### src/rtl/core/assert_macros.svh
`ifndef ASSERT_MACROS_SVH
`define ASSERT_MACROS_SVH

// Check a condition on every clock edge out of reset.
`define ASSERT_ALWAYS(label, expr) \
  label: assert property (@(posedge clk_i) disable iff (!rst_ni) (expr)) \
    else $error("assertion failed");

// Check an implication, consequent in the same cycle.
`define ASSERT_IMPLY(label, ante, cons) \
  label: assert property (@(posedge clk_i) disable iff (!rst_ni) (ante) |-> (cons)) \
    else $error("assertion failed");

`endif

### src/rtl/core/sdf_pkg.sv
package sdf_pkg;

  // Frame limits and framing bytes
  localparam int unsigned MAX_FRAME  = 64;
  localparam logic [7:0]  START_BYTE = 8'hAA;
  localparam logic [7:0]  END_BYTE   = 8'hFF;
  localparam logic [7:0]  LEN_EXTRA  = 8'd5;

  // Derived widths: index into one frame, byte count, compare width
  localparam int unsigned IDX_W  = $clog2(MAX_FRAME);
  localparam int unsigned CNT_W  = $clog2(MAX_FRAME + 1);
  localparam int unsigned CMP_W  = 9;

  // Frame store holds two frames: one being filled, one being drained
  localparam int unsigned RAM_AW    = IDX_W + 1;
  localparam int unsigned RAM_DEPTH = 2 ** RAM_AW;

  // Result status codes
  localparam logic [1:0] STAT_FRAME = 2'd0;
  localparam logic [1:0] STAT_CSUM  = 2'd1;
  localparam logic [1:0] STAT_LONG  = 2'd2;

  // Command from the front to the back
  typedef struct packed {
    logic [1:0]       status;
    logic             bank;
    logic [CNT_W-1:0] len;
  } cmd_t;

  // Bank release from the back to the front
  typedef struct packed {
    logic valid;
    logic bank;
  } rel_t;

endpackage

### src/rtl/core/serial_frame_deframer_top.sv
// Serial frame deframer.
// Input channel: drive rx_byte_i with push; a byte is taken on a clock edge
// with push high and full low. Result channel: while empty is low the oldest
// result sits on frame_byte_o, status_o and last_of_run_o; pop takes it.
// A good frame comes out whole, one result per byte, last_of_run_o set on
// its final byte. A checksum error (status 1) or an overlong frame (status 2)
// gives one result with frame_byte_o zero and last_of_run_o set.
// A status result reaches the result ports through the command queue and the
// output register; a good frame's bytes pass the command queue, the drain state,
// the registered read of the frame store and the output register. One input
// byte per cycle is taken while full is low; a good frame drains one byte at a
// time: a store read waits until the byte before sits in the single output register.
// The store holds two frames, so a new frame fills while the last drains;
// full rises when both are pending or the two-entry command queue is full.
// A stalled receiver holds the output register and, behind it, the drain.
// Reset clears all control state; the block starts waiting for a start byte
// and needs no clearing pass.
module serial_frame_deframer_top import sdf_pkg::*; (
  input  logic       clk_i,
  input  logic       rst_ni,
  input  logic       push,
  output logic       full,
  input  logic [7:0] rx_byte_i,
  output logic       empty,
  input  logic       pop,
  output logic [7:0] frame_byte_o,
  output logic [1:0] status_o,
  output logic       last_of_run_o
);

  `include "assert_macros.svh"

  logic              cmd_full, cmd_empty, cmd_push, cmd_pop;
  cmd_t              cmd_in, cmd_out;
  rel_t              rel;
  logic              we, re;
  logic [RAM_AW-1:0] waddr, raddr;
  logic [7:0]        wdata, rdata;

  // Front: accept and classify bytes, fill the frame store
  sdf_front u_front (
    .clk_i      (clk_i),
    .rst_ni     (rst_ni),
    .push_i     (push),
    .rx_byte_i  (rx_byte_i),
    .full_o     (full),
    .cmd_full_i (cmd_full),
    .cmd_push_o (cmd_push),
    .cmd_o      (cmd_in),
    .rel_i      (rel),
    .we_o       (we),
    .waddr_o    (waddr),
    .wdata_o    (wdata)
  );

  // Command queue between front and back
  sdf_cmdq u_cmdq (
    .clk_i   (clk_i),
    .rst_ni  (rst_ni),
    .push_i  (cmd_push),
    .cmd_i   (cmd_in),
    .full_o  (cmd_full),
    .pop_i   (cmd_pop),
    .empty_o (cmd_empty),
    .cmd_o   (cmd_out)
  );

  // Frame store, two banks
  sdf_ram #(
    .WIDTH (8),
    .DEPTH (RAM_DEPTH)
  ) u_ram (
    .clk_i   (clk_i),
    .we_i    (we),
    .waddr_i (waddr),
    .wdata_i (wdata),
    .re_i    (re),
    .raddr_i (raddr),
    .rdata_o (rdata)
  );

  // Back: drain frames and emit results
  sdf_back u_back (
    .clk_i         (clk_i),
    .rst_ni        (rst_ni),
    .cmd_empty_i   (cmd_empty),
    .cmd_i         (cmd_out),
    .cmd_pop_o     (cmd_pop),
    .rel_o         (rel),
    .re_o          (re),
    .raddr_o       (raddr),
    .rdata_i       (rdata),
    .empty_o       (empty),
    .pop_i         (pop),
    .frame_byte_o  (frame_byte_o),
    .status_o      (status_o),
    .last_of_run_o (last_of_run_o)
  );

  `ASSERT_ALWAYS(a_cmdq_no_overflow, !(cmd_push && cmd_full))
  `ASSERT_ALWAYS(a_cmdq_no_underflow, !(cmd_pop && cmd_empty))
  `ASSERT_IMPLY(a_status_shape, !empty && status_o != STAT_FRAME,
                last_of_run_o && frame_byte_o == 8'd0)
  `ASSERT_IMPLY(a_no_write_during_read_bank, we && re, waddr[RAM_AW-1] != raddr[RAM_AW-1])

endmodule

### src/rtl/core/sdf_ram.sv
module sdf_ram #(
  parameter int unsigned WIDTH = 8,
  parameter int unsigned DEPTH = 128
) (
  input  logic                     clk_i,
  input  logic                     we_i,
  input  logic [$clog2(DEPTH)-1:0] waddr_i,
  input  logic [WIDTH-1:0]         wdata_i,
  input  logic                     re_i,
  input  logic [$clog2(DEPTH)-1:0] raddr_i,
  output logic [WIDTH-1:0]         rdata_o
);

  logic [WIDTH-1:0] mem_q [DEPTH];
  logic [WIDTH-1:0] rdata_q;

  // Write port and registered read port
  always_ff @(posedge clk_i) begin
    if (we_i) begin
      mem_q[waddr_i] <= wdata_i;
    end
    if (re_i) begin
      rdata_q <= mem_q[raddr_i];
    end
  end

  assign rdata_o = rdata_q;

endmodule

### src/rtl/core/sdf_front.sv
module sdf_front import sdf_pkg::*; (
  input  logic              clk_i,
  input  logic              rst_ni,
  input  logic              push_i,
  input  logic [7:0]        rx_byte_i,
  output logic              full_o,
  input  logic              cmd_full_i,
  output logic              cmd_push_o,
  output cmd_t              cmd_o,
  input  rel_t              rel_i,
  output logic              we_o,
  output logic [RAM_AW-1:0] waddr_o,
  output logic [7:0]        wdata_o
);

  logic             in_frame_q, in_frame_d;
  logic [CNT_W-1:0] count_q, count_d;
  logic [7:0]       len_q, len_d;
  logic [7:0]       prev_q, prev_d;
  logic             par_q, par_d;
  logic             bank_q, bank_d;
  logic [1:0]       busy_q, busy_d;

  logic             acc;
  logic [IDX_W-1:0] widx;
  logic             par_new;
  logic [CNT_W-1:0] cnt_new;
  logic [7:0]       len_cur;
  logic [7:0]       expected;
  logic             window;

  // Stall while the command queue is full or the next bank still drains
  assign full_o = cmd_full_i || busy_q[bank_q];
  assign acc    = push_i && !full_o;

  // Per-byte values for a byte inside a frame
  assign widx     = count_q[IDX_W-1:0];
  assign par_new  = par_q ^ ((count_q >= CNT_W'(3)) ? rx_byte_i[0] : 1'b0);
  assign cnt_new  = count_q + CNT_W'(1);
  assign len_cur  = (count_q == CNT_W'(2)) ? rx_byte_i : len_q;
  assign expected = len_cur + LEN_EXTRA;
  assign window   = (cnt_new == CNT_W'(4)) ? 1'b0 : (par_new ^ prev_q[0] ^ 1'b1);

  // Classify the accepted byte
  always_comb begin
    in_frame_d = in_frame_q;
    count_d    = count_q;
    len_d      = len_q;
    prev_d     = prev_q;
    par_d      = par_q;
    bank_d     = bank_q;
    busy_d     = busy_q;
    we_o       = 1'b0;
    waddr_o    = {bank_q, widx};
    wdata_o    = rx_byte_i;
    cmd_push_o = 1'b0;
    cmd_o      = '{status: STAT_FRAME, bank: bank_q, len: cnt_new};

    if (rel_i.valid) begin
      busy_d[rel_i.bank] = 1'b0;
    end

    if (acc) begin
      if (!in_frame_q) begin
        if (rx_byte_i == START_BYTE) begin
          we_o       = 1'b1;
          waddr_o    = {bank_q, IDX_W'(0)};
          count_d    = CNT_W'(1);
          par_d      = 1'b0;
          prev_d     = rx_byte_i;
          in_frame_d = 1'b1;
        end
      end else if (CMP_W'(count_q) >= CMP_W'(MAX_FRAME)) begin
        cmd_push_o    = 1'b1;
        cmd_o.status  = STAT_LONG;
        in_frame_d    = 1'b0;
      end else begin
        we_o    = 1'b1;
        par_d   = par_new;
        count_d = cnt_new;
        prev_d  = rx_byte_i;
        len_d   = len_cur;
        if (rx_byte_i == END_BYTE && cnt_new >= CNT_W'(3)) begin
          if (CMP_W'(cnt_new) == CMP_W'(expected)) begin
            cmd_push_o = 1'b1;
            in_frame_d = 1'b0;
            if (cnt_new < CNT_W'(4) || prev_q != {7'd0, window}) begin
              cmd_o.status = STAT_CSUM;
            end else begin
              busy_d[bank_q] = 1'b1;
              bank_d         = !bank_q;
            end
          end else if (CMP_W'(expected) > CMP_W'(MAX_FRAME)) begin
            cmd_push_o   = 1'b1;
            cmd_o.status = STAT_LONG;
            in_frame_d   = 1'b0;
          end
        end
      end
    end
  end

  // Frame tracking state
  always_ff @(posedge clk_i or negedge rst_ni) begin
    if (!rst_ni) begin
      in_frame_q <= 1'b0;
      count_q    <= '0;
      par_q      <= 1'b0;
      bank_q     <= 1'b0;
      busy_q     <= '0;
    end else begin
      in_frame_q <= in_frame_d;
      count_q    <= count_d;
      par_q      <= par_d;
      bank_q     <= bank_d;
      busy_q     <= busy_d;
    end
  end

  // Length and previous byte are payload
  always_ff @(posedge clk_i) begin
    len_q  <= len_d;
    prev_q <= prev_d;
  end

endmodule

### src/rtl/core/sdf_cmdq.sv
module sdf_cmdq import sdf_pkg::*; (
  input  logic clk_i,
  input  logic rst_ni,
  input  logic push_i,
  input  cmd_t cmd_i,
  output logic full_o,
  input  logic pop_i,
  output logic empty_o,
  output cmd_t cmd_o
);

  cmd_t       slot_q [2];
  logic       wr_ptr_q, rd_ptr_q;
  logic [1:0] fill_q;
  logic       do_push, do_pop;

  assign full_o  = (fill_q == 2'd2);
  assign empty_o = (fill_q == 2'd0);
  assign do_push = push_i && !full_o;
  assign do_pop  = pop_i && !empty_o;
  assign cmd_o   = slot_q[rd_ptr_q];

  // Advance pointers and fill level
  always_ff @(posedge clk_i or negedge rst_ni) begin
    if (!rst_ni) begin
      wr_ptr_q <= 1'b0;
      rd_ptr_q <= 1'b0;
      fill_q   <= 2'd0;
    end else begin
      if (do_push) begin
        wr_ptr_q <= !wr_ptr_q;
      end
      if (do_pop) begin
        rd_ptr_q <= !rd_ptr_q;
      end
      if (do_push && !do_pop) begin
        fill_q <= fill_q + 2'd1;
      end else if (do_pop && !do_push) begin
        fill_q <= fill_q - 2'd1;
      end
    end
  end

  // Hold queued commands
  always_ff @(posedge clk_i) begin
    if (do_push) begin
      slot_q[wr_ptr_q] <= cmd_i;
    end
  end

endmodule

### src/rtl/core/sdf_back.sv
module sdf_back import sdf_pkg::*; (
  input  logic              clk_i,
  input  logic              rst_ni,
  input  logic              cmd_empty_i,
  input  cmd_t              cmd_i,
  output logic              cmd_pop_o,
  output rel_t              rel_o,
  output logic              re_o,
  output logic [RAM_AW-1:0] raddr_o,
  input  logic [7:0]        rdata_i,
  output logic              empty_o,
  input  logic              pop_i,
  output logic [7:0]        frame_byte_o,
  output logic [1:0]        status_o,
  output logic              last_of_run_o
);

  logic             act_q, act_d;
  logic             bank_q, bank_d;
  logic [CNT_W-1:0] len_q, len_d;
  logic [IDX_W-1:0] idx_q, idx_d;
  logic             pend_q, pend_d;
  logic             pend_last_q, pend_last_d;
  logic             out_v_q, out_v_d;
  logic [7:0]       out_byte_q, out_byte_d;
  logic [1:0]       out_stat_q, out_stat_d;
  logic             out_last_q, out_last_d;

  logic             slot_free;
  logic             idx_last;

  // The output slot is free at the coming edge and no read is in flight
  assign slot_free = !pend_q && (!out_v_q || pop_i);
  assign idx_last  = (CNT_W'(idx_q) + CNT_W'(1) == len_q);
  assign raddr_o   = {bank_q, idx_q};

  // Drain frames from the store and emit status results
  always_comb begin
    act_d       = act_q;
    bank_d      = bank_q;
    len_d       = len_q;
    idx_d       = idx_q;
    pend_d      = 1'b0;
    pend_last_d = pend_last_q;
    out_v_d     = out_v_q;
    out_byte_d  = out_byte_q;
    out_stat_d  = out_stat_q;
    out_last_d  = out_last_q;
    cmd_pop_o   = 1'b0;
    re_o        = 1'b0;
    rel_o       = '{valid: 1'b0, bank: bank_q};

    if (out_v_q && pop_i) begin
      out_v_d = 1'b0;
    end

    if (pend_q) begin
      out_v_d    = 1'b1;
      out_byte_d = rdata_i;
      out_stat_d = STAT_FRAME;
      out_last_d = pend_last_q;
    end else if (act_q) begin
      if (slot_free) begin
        re_o        = 1'b1;
        pend_d      = 1'b1;
        pend_last_d = idx_last;
        idx_d       = idx_q + IDX_W'(1);
        if (idx_last) begin
          act_d       = 1'b0;
          rel_o.valid = 1'b1;
        end
      end
    end else if (!cmd_empty_i) begin
      if (cmd_i.status != STAT_FRAME) begin
        if (slot_free) begin
          cmd_pop_o  = 1'b1;
          out_v_d    = 1'b1;
          out_byte_d = 8'd0;
          out_stat_d = cmd_i.status;
          out_last_d = 1'b1;
        end
      end else begin
        cmd_pop_o = 1'b1;
        act_d     = 1'b1;
        bank_d    = cmd_i.bank;
        len_d     = cmd_i.len;
        idx_d     = '0;
      end
    end
  end

  // Control state
  always_ff @(posedge clk_i or negedge rst_ni) begin
    if (!rst_ni) begin
      act_q   <= 1'b0;
      pend_q  <= 1'b0;
      out_v_q <= 1'b0;
    end else begin
      act_q   <= act_d;
      pend_q  <= pend_d;
      out_v_q <= out_v_d;
    end
  end

  // Payload state
  always_ff @(posedge clk_i) begin
    bank_q      <= bank_d;
    len_q       <= len_d;
    idx_q       <= idx_d;
    pend_last_q <= pend_last_d;
    out_byte_q  <= out_byte_d;
    out_stat_q  <= out_stat_d;
    out_last_q  <= out_last_d;
  end

  assign empty_o       = !out_v_q;
  assign frame_byte_o  = out_byte_q;
  assign status_o      = out_stat_q;
  assign last_of_run_o = out_last_q;

endmodule
### config.mk
export PLATFORM = sky130hd
export DESIGN_NAME = serial_frame_deframer_top
export DESIGN_NICKNAME = d
export VERILOG_FILES = /design/src/rtl/core/sdf_pkg.sv /design/src/rtl/core/serial_frame_deframer_top.sv /design/src/rtl/core/sdf_ram.sv /design/src/rtl/core/sdf_front.sv /design/src/rtl/core/sdf_cmdq.sv /design/src/rtl/core/sdf_back.sv
export VERILOG_INCLUDE_DIRS = /design/src /design/src/rtl/core
export SDC_FILE = /design/constraint.sdc
export NUM_CORES = 1
export LEC_CHECK = 0
export BUFFER_PORTS_ARGS = -buffer_cell sky130_fd_sc_hd__buf_2
export CELL_PAD_IN_SITES_DETAIL_PLACEMENT = 0
export CELL_PAD_IN_SITES_GLOBAL_PLACEMENT = 1
export CORE_UTILIZATION = 35
export DETAILED_ROUTE_END_ITERATION = 10
export PLACE_DENSITY_LB_ADDON = 0.08
export SYNTH_ARGS = -nofsm -noshare
export SYNTH_HDL_FRONTEND = slang
export SYNTH_SLANG_ARGS = --single-unit
### constraint.sdc
create_clock -name clk_i -period 5.27 [get_ports clk_i]
set_clock_uncertainty 0.1 [all_clocks]
set_input_delay 0.527 -clock clk_i [delete_from_list [all_inputs] [get_ports clk_i]]
set_output_delay 0.527 -clock clk_i [all_outputs]
set_load 0.1 [all_outputs]
==> Word-level counts from Yosys, hierarchy flattened <==
Memory sizes are Yosys's and may differ from the RTL's. A register that Yosys moved wholly into a read port is not among the register bits.
Cells that the tools add are included.
Widths: inputs -> output; s select.
{ "word_totals": {"reg_bits": 61, "ram_bits": 1044, "output_inout_bits": 13, "wordCells": 192, "memories": 2} }
{ "op_classes": {"addsub": 6, "order_cmp": 9, "n_eq_ne": 14, "n_mux": 92, "bitwise": 12, "reduce_logical": 37} }
{ "memory_table": {"columns": ["name", "depth", "word_bits", "read_ports", "rd_clocked_by_memory_dff", "write_ports", "line_no", "text"], "rows": [
  ["u_ram.mem_q", 128, 8, 1, 1, 1, "sdf_ram.sv:14", "logic [WIDTH-1:0] mem_q [DEPTH];"],
  ["u_cmdq.slot_q", 2, 10, 1, 0, 1, "sdf_cmdq.sv:12", "cmd_t slot_q [2];"]
]} }
{ "ops": {"columns": ["operator", "count"], "rows": [
  ["$mux 8", 9],
  ["$mux 1", 56],
  ["$mux 6", 7],
  ["$mux 2", 15],
  ["$mux 7", 3],
  ["$eq 8x8->1 const B", 2],
  ["$reduce_and 4->1", 4],
  ["$ge 7x2->1 const B", 2],
  ["$logic_and 1x1->1", 10],
  ["$logic_not 1->1", 10],
  ["$ne 2x2->1 const B", 5],
  ["$reduce_bool 2->1", 5],
  ["$reduce_and 3->1", 3],
  ["$add 8x3->8 const B", 1],
  ["$eq 7x8->1", 1],
  ["$gt 8x7->1 const B", 1],
  ["$ne 8x1->1", 1],
  ["$add 6x1->7 const B", 1],
  ["$add 7x1->7 const B", 1],
  ["$eq 7x2->1 const B", 1],
  ["$eq 7x3->1 const B", 1],
  ["$eq 7x7->1", 1],
  ["$ge 7x7->1 const B", 1],
  ["$lt 7x3->1 const B", 1],
  ["other kinds (16)", 28]
]} }

==> Depth between registers and ports, before layout <==
{ "depth": {"ltp_word": 15, "ltp_mapped": 20, "ltp_nobuf": 19} }

==> Modules after synthesis <==
From an unflattened synthesis, not the netlist that was laid out.
{ "unflattened": {"cells_unflattened": 1994, "hier_area_um2": 44051.0} }
{ "by_module_without_submodules": {"columns": ["mod", "instances", "cells_per_inst", "area_each_um2", "seq_area_each_um2"], "rows": [
  ["sdf_ram", 1, 1635, 39745.6, 30989.7],
  ["sdf_front", 1, 203, 2068.2, 780.7],
  ["sdf_back", 1, 106, 1310.0, 835.8],
  ["sdf_cmdq", 1, 50, 927.1, 700.7]
]} }

==> Least setup slack after synthesis <==
Ideal clock, no wire load.
{ "synth_path": {"path_type": "register -> register", "from": "register u_front.count_q[0]", "to": "memory u_cmdq.slot_q[1][0] (netlist bit), enable pin", "arrival_time_ps": 3630, "t_required_ps": 4794, "setup_slack_ps": 1164, "stages_incl_launch_ff": 16, "path_cell_list": "dfrtp_1 > clkinv_1 > ha_1 > nor3b_2 > nand2_2 > clkbuf_1 > nand2_1 > nand2_1 > ha_1 > inv_1 > a32oi_1 > xnor3_1 > or4b_4 > a211oi_2 > nor2_1 > nor2_1"} }
{ "synth_rtl": {"columns": ["item", "line_no", "text"], "rows": [
  ["start, declared", "sdf_front.sv:17", "logic [CNT_W-1:0] count_q, count_d;"],
  ["start signal, assigned", "sdf_front.sv:113", "count_q <= count_d;"],
  ["end, declared", "sdf_cmdq.sv:12", null]
]} }

==> Worst setup path in the final report <==
{ "layout_path": {"from": "register u_front.count_q[1]", "to": "memory u_cmdq.slot_q[1][6] (netlist bit), enable pin"} }
{ "layout_via": {"elab_chain_cells": 13, "word_cells_on_any_way": 18, "classes_between": "add/sub: 2; order compare: 3; eq/ne: 2; mux: 9; reduce/logical: 2"} }
{ "layout_rtl": {"columns": ["item", "line_no", "text"], "rows": [
  ["$eq 7x2->1 (*)", "sdf_front.sv:40", "assign len_cur = (count_q == CNT_W'(2)) ? rx_byte_i : len_q;"],
  ["$mux 8 (*)", "sdf_front.sv:40", null],
  ["via u_front.len_cur[1]", "sdf_front.sv:28", "logic [7:0] len_cur;"],
  ["$add 8x3->8 (*)", "sdf_front.sv:41", "assign expected = len_cur + LEN_EXTRA;"],
  ["$gt 8x7->1", "sdf_front.sv:93", "end else if (CMP_W'(expected) > CMP_W'(MAX_FRAME)) begin"],
  ["$mux 1", "sdf_front.sv:93", null],
  ["$mux 1 (*)", "sdf_front.sv:84", "if (CMP_W'(cnt_new) == CMP_W'(expected)) begin"],
  ["$mux 1 (*)", "sdf_front.sv:83", "if (rx_byte_i == END_BYTE && cnt_new >= CNT_W'(3)) begin"],
  ["$mux 1 (*)", "sdf_front.sv:73", "end else if (CMP_W'(count_q) >= CMP_W'(MAX_FRAME)) begin"],
  ["$mux 1 (*)", "sdf_front.sv:64", "if (!in_frame_q) begin"],
  ["$mux 1 (*)", "sdf_front.sv:63", "if (acc) begin"],
  ["$logic_and 1x1->1 (*)", "sdf_cmdq.sv:19", "assign do_push = push_i && !full_o;"],
  ["$mux 1 (*)", "sdf_cmdq.sv:46", "if (do_push) begin"],
  ["$mux 1 (implied by the code) (*)", "sdf_cmdq.sv:47", "slot_q[wr_ptr_q] <= cmd_i;"]
]} }
The timed path passes the listed nets; every way through them passes the cells marked *.

==> flow_summary.html <==
<table>
<tr><th>Metric</th><th>Value</th></tr>
<tr><th colspan="2">Clocking</th></tr>
<tr><td>Clock transition at the registers of the reported paths</td><td>60 ps</td></tr>
<tr><td>Latest clock arrival within the worst-skew pair</td><td>700 ps</td></tr>
<tr><td>Total setup buffers inserted after CTS</td><td>0</td></tr>
<tr><td>H-tree depth reported by CTS</td><td>3</td></tr>
<tr><td>Worst-case clock buffer depth</td><td>3</td></tr>
<tr><td>Post-CTS Resized</td><td>0</td></tr>
<tr><td>CTS root buffer</td><td>sky130_fd_sc_hd__clkbuf_16</td></tr>
<tr><td>Number of buffers created by CTS</td><td>120</td></tr>
<tr><td>Number of hold buffers added after cts</td><td>1</td></tr>
<tr><td>TritonCTS Sinks</td><td>1,113</td></tr>
<tr><td>TritonCTS clock tree</td><td>yes</td></tr>
<tr><th colspan="2">Power</th></tr>
<tr><td>Static leakage power</td><td>approximately 15 nW</td></tr>
<tr><td>Sw Ratio</td><td>30.0%</td></tr>
<tr><td>Int Pwr</td><td>approximately 0.018 W</td></tr>
<tr><td>Power per Cell Area</td><td>approximately 500 mW/mm^2</td></tr>
<tr><td>Peak supply drop</td><td>just over 0.0005 V</td></tr>
<tr><td>Net switching power figure</td><td>around 0.0078 W</td></tr>
<tr><td>Relative contribution of sequential cells to total power</td><td>about 40%</td></tr>
<tr><td>Clock network power share</td><td>between 30% and 40%</td></tr>
<tr><td>Gate power share</td><td>28.2%</td></tr>
<tr><th colspan="2">Placed design</th></tr>
<tr><td>Number of input and output port buffers inserted</td><td>24</td></tr>
<tr><td>DP HPWL</td><td>69.8 mm</td></tr>
<tr><td>Area after DPL</td><td>around 0.046 sq mm</td></tr>
<tr><td>Placer's final routability congestion estimate</td><td>0.774</td></tr>
<tr><th colspan="2">Synthesis</th></tr>
<tr><td>Synth Flop Type</td><td>sky130_fd_sc_hd__edfxtp_1</td></tr>
<tr><td>Adder-cell share of the synthesized area</td><td>less than 1%</td></tr>
<tr><td>Post-Synthesis Cells</td><td>between 2,000 and 2,500</td></tr>
<tr><td>Share of the synthesized netlist area taken by xor and xnor gates</td><td>0.673%</td></tr>
<tr><td>Sequential-to-total area share from yosys stat</td><td>76.0%</td></tr>
<tr><td>Share of flip-flops with an asynchronous set or reset</td><td>under 10%</td></tr>
<tr><td>Number of flops mapped to enable cells by yosys</td><td>1,092</td></tr>
<tr><td>Total standard cell area after synthesis</td><td>roughly 0.044 sq mm</td></tr>
<tr><td>Fraction of the mapped netlist area in compound gates</td><td>less than 1%</td></tr>
<tr><td>Synth unique cells</td><td>63</td></tr>
<tr><td>Dominant combinational cell family by area after synthesis</td><td>multiplexers</td></tr>
<tr><td>#FFs+latches synth</td><td>roughly 1,100</td></tr>
<tr><td>Mux cell area share after synthesis</td><td>17.9%</td></tr>
<tr><td>Synthesized area per cell</td><td>between 20 and 25 sq um</td></tr>
<tr><td>Area fraction in and, or, nand and nor cells after synthesis</td><td>3.26%</td></tr>
<tr><td>Net Count, Synth</td><td>approximately 2,000</td></tr>
<tr><td>Number of warnings printed during yosys synthesis</td><td>0</td></tr>
<tr><th colspan="2">Critical path</th></tr>
<tr><td>Kind of critical path</td><td>reg -&gt; reg</td></tr>
<tr><td>Arr. time, crit path</td><td>slightly below 5000 ps</td></tr>
<tr><td>Category of the worst setup path capture point</td><td>register</td></tr>
<tr><td>Critical path launch point type</td><td>register</td></tr>
<tr><td>Required @ worst endpoint</td><td>between 5000 and 6000 ps</td></tr>
<tr><td>Worst-path fanout max</td><td>14</td></tr>
<tr><th colspan="2">Timing</th></tr>
<tr><td>Measured slew at the worst slew-check pin</td><td>between 1000 and 1500 ps</td></tr>
<tr><td>Time the worst path needs with I/O delays and setup</td><td>4610 ps</td></tr>
<tr><td>Minimum hold slack</td><td>between 100 and 150 ps</td></tr>
<tr><td>Highest achievable clock rate</td><td>between 200 and 250 MHz</td></tr>
<tr><td>Rel. slew slack</td><td>approximately a fifth</td></tr>
<tr><td>Part of the cycle the worst path needs</td><td>87.5%</td></tr>
<tr><td>Number of pins with negative max-slew slack in the final report</td><td>0</td></tr>
<tr><td>Setup tns final</td><td>0 ps</td></tr>
<tr><td>Final Setup Violations</td><td>0</td></tr>
<tr><td>RSZ-0062 raised after global routing</td><td>no</td></tr>
<tr><td>Count of final hold-check violations</td><td>0</td></tr>
<tr><th colspan="2">Route</th></tr>
<tr><td>Via Count</td><td>20,259</td></tr>
<tr><td>Number of DRC markers in iteration 0</td><td>approximately 1,500</td></tr>
<tr><td>WL per Instance</td><td>roughly 30 um</td></tr>
<tr><td>Post-route antenna net violation count</td><td>0</td></tr>
<tr><td>Total wire length after detailed routing</td><td>about 110 mm</td></tr>
<tr><td>Residual DRC</td><td>0</td></tr>
<tr><td>First-pass detailed-route iteration total</td><td>5</td></tr>
<tr><td>Via density</td><td>5.24</td></tr>
<tr><th colspan="2">Global route</th></tr>
<tr><td>Pin count of the biggest net entering global routing</td><td>100</td></tr>
<tr><td>Number of global-route vias before repair</td><td>~21,000</td></tr>
<tr><td>Combined global-route utilization of all metal layers</td><td>18.1%</td></tr>
<tr><td>Grt total ovfl</td><td>0</td></tr>
<tr><td>Initial antenna violation count</td><td>8</td></tr>
<tr><td>Global-route wire length before repair</td><td>roughly 160 mm</td></tr>
<tr><th colspan="2">Floorplanning</th></tr>
<tr><td>FP Rows</td><td>about 130</td></tr>
<tr><td>Area of the core</td><td>0.124 sq mm</td></tr>
<tr><td>Die Height</td><td>around 360 um</td></tr>
<tr><td>Starting density of the core</td><td>between 30% and 40%</td></tr>
<tr><td>Area enclosed by the die boundary</td><td>0.127 sq mm</td></tr>
<tr><td>Number of I/O pins</td><td>25</td></tr>
<tr><td>DIE WIDTH</td><td>roughly 360 um</td></tr>
<tr><th colspan="2">Layout</th></tr>
<tr><td>Fillers</td><td>11,027</td></tr>
<tr><td>Register area</td><td>0.0333 sq mm</td></tr>
<tr><td>Area Overhead vs Synth</td><td>14.5%</td></tr>
<tr><td>Final Instance Area</td><td>0.0502 sq mm</td></tr>
<tr><td>Share of layout cells above drive strength 1</td><td>just under 30%</td></tr>
<tr><td>Multi-input combinational cell area</td><td>0.0101 sq mm</td></tr>
<tr><td>Nets</td><td>between 2,000 and 2,500</td></tr>
<tr><th colspan="2">Worst hold path</th></tr>
<tr><td>Kind of path behind the tightest hold check</td><td>in -&gt; reg</td></tr>
<tr><th colspan="2">Outcome</th></tr>
<tr><td>Run status</td><td>finished, final reports clean</td></tr>
<tr><th colspan="2">Flow run</th></tr>
<tr><td>Max-cap viol count</td><td>0</td></tr>
</table>
## power by group through the flow
stage	sequential (W)	clock (W)	combinational, W
after CTS	0.0103	0.00850	0.00753
after global routing	0.0103	0.00882	0.00775
after detailed placement	0.0105	0	0.00749
final	0.0103	0.00829	0.00729
after global placement	0.0105	0	0.00750
after floorplan	0.0105	0	0.00475
## final cells by class
cell class	count	share of cell area (%)
Clock inverter	79	1.47
Inverter	16	0.120
Antenna cell	2	0.00997
Clock buffer	145	6.21
Tap cell	1637	4.08
Multi-Input combinational cell	770	20.1
Timing Repair Buffer	101	1.69
Sequential cell	1113	66.4
## flip-flops by register name, indices dropped and copies added (netlist names), 6 cells and up
signal	cells
u_cmdq.slot_q	20
u_back.idx_q	6
u_front.len_q	8
u_back.len_q	7
u_front.prev_q	8
u_ram.rdata_o	8
u_front.count_q	7
u_ram.mem_q	1024
u_back.frame_byte_o	8
## cell families (layout without fill, tap and decap cells)
group / count (synthesis) / in the layout
mux: 360 / 360
fa+ha+maj: 8 / 8
compound gates: 60 / 60
xor+xnor: 30 / 30
simple gates: 312 / 312
flops: 1113 / 1113
buf+inv: 119 / 341
other cells: 0 / 2
## synth_stat cells, drive strengths merged (2+ instances only)
cell type	number	area [sq um]
nand3b	2	15.0
o31ai	4	30.0
dfrtp	19	475
nand4	8	50.1
buf	42	195
clkbuf	61	229
a2111oi	2	17.5
mux2	18	203
edfxtp	1092	32800
nor4	3	18.8
xnor2	14	141
a211oi	3	27.5
nor3	21	116
nor2	159	599
and2	12	75.1
nand2b	6	37.5
a31oi	2	12.5
o22ai	3	18.8
mux4	336	7570
o21ai	17	85.1
nand2	49	189
or2	2	12.5
nor2b	8	50.1
or3	4	30.0
a21o	2	15.0
dfxtp	2	40.0
or4	3	22.5
nand3	23	115
o21a	3	22.5
ha	8	100
mux2i	6	72.6
and3	7	43.8
inv	15	56.3
a21oi	15	78.8
xor2	15	131
## stage by stage
stage	std cells	util (%)	power, W	worst slack (ps)
global placement	3636	37.4	0.0180	831
detailed placement	3636	37.4	0.0179	719
finish	3863	40.5	0.0259	657
global route	3861	40.5	0.0269	382
floorplan	2002	-	0.0152	1160
CTS	3861	40.5	0.0263	705
## path summary, 6_finish.rpt
path / from / to / slack [ps] / cells past startpoint
worst max register to register: u_front.count_q[1] / u_cmdq.slot_q[1][6] / 660 / 14
min in group asynchronous: rst_ni / u_cmdq.rd_ptr_q / 230 / 2
worst max-delay path: u_front.count_q[1] / u_cmdq.slot_q[1][6] / 660 / 14
worst min register to register: u_front.busy_q[1] / u_front.busy_q[1] / 400 / 2
max in group asynchronous: rst_ni / u_front.count_q[2] / 4490 / 2
worst min-delay path: pop / u_cmdq.rd_ptr_q / 110 / 3
## per-layer routing
layer | track usage [%] | routed length (um) | share of wire (%)
met1 | 26.2 | 51900 | 46
met4 | 4.43 | 2150 | 1.9
met2 | 28.9 | 54300 | 48
met3 | 2.61 | 4820 | 4.3
met5 | 0 | 0 | 0
## layout by cell type (no fill, tap or decap), types with 13 or more instances in the layout
master and instances:
sky130_fd_sc_hd__nor3_1 20, sky130_fd_sc_hd__xor2_1 15, sky130_fd_sc_hd__buf_2 16, sky130_fd_sc_hd__mux2_2 18, sky130_fd_sc_hd__nand2_1 47, sky130_fd_sc_hd__clkinv_2 22, sky130_fd_sc_hd__bufinv_16 13, sky130_fd_sc_hd__clkbuf_16 120
sky130_fd_sc_hd__inv_1 14, sky130_fd_sc_hd__nor2_1 158, sky130_fd_sc_hd__xnor2_1 13, sky130_fd_sc_hd__nand3_1 23, sky130_fd_sc_hd__buf_4 73, sky130_fd_sc_hd__edfxtp_1 1092, sky130_fd_sc_hd__dfrtp_1 19, sky130_fd_sc_hd__clkinv_1 30
sky130_fd_sc_hd__clkbuf_1 23, sky130_fd_sc_hd__a21oi_1 13, sky130_fd_sc_hd__mux4_2 336
## worst max-delay path, stage by stage (launching register included)
cell                       delay [ps]
sky130_fd_sc_hd__dfrtp_1          650
sky130_fd_sc_hd__ha_1             250
sky130_fd_sc_hd__or3b_1           470
sky130_fd_sc_hd__nor2_2           320
sky130_fd_sc_hd__nand2_1          110
sky130_fd_sc_hd__nand2_1          100
sky130_fd_sc_hd__ha_1             170
sky130_fd_sc_hd__inv_1             80
sky130_fd_sc_hd__a32oi_1          310
sky130_fd_sc_hd__xnor3_1          270
sky130_fd_sc_hd__or4b_4           550
sky130_fd_sc_hd__a211oi_2         210
sky130_fd_sc_hd__nor2_1           110
sky130_fd_sc_hd__nor2_1           380
sky130_fd_sc_hd__buf_4            250
Note: power is estimated with default switching activity, not from simulation.
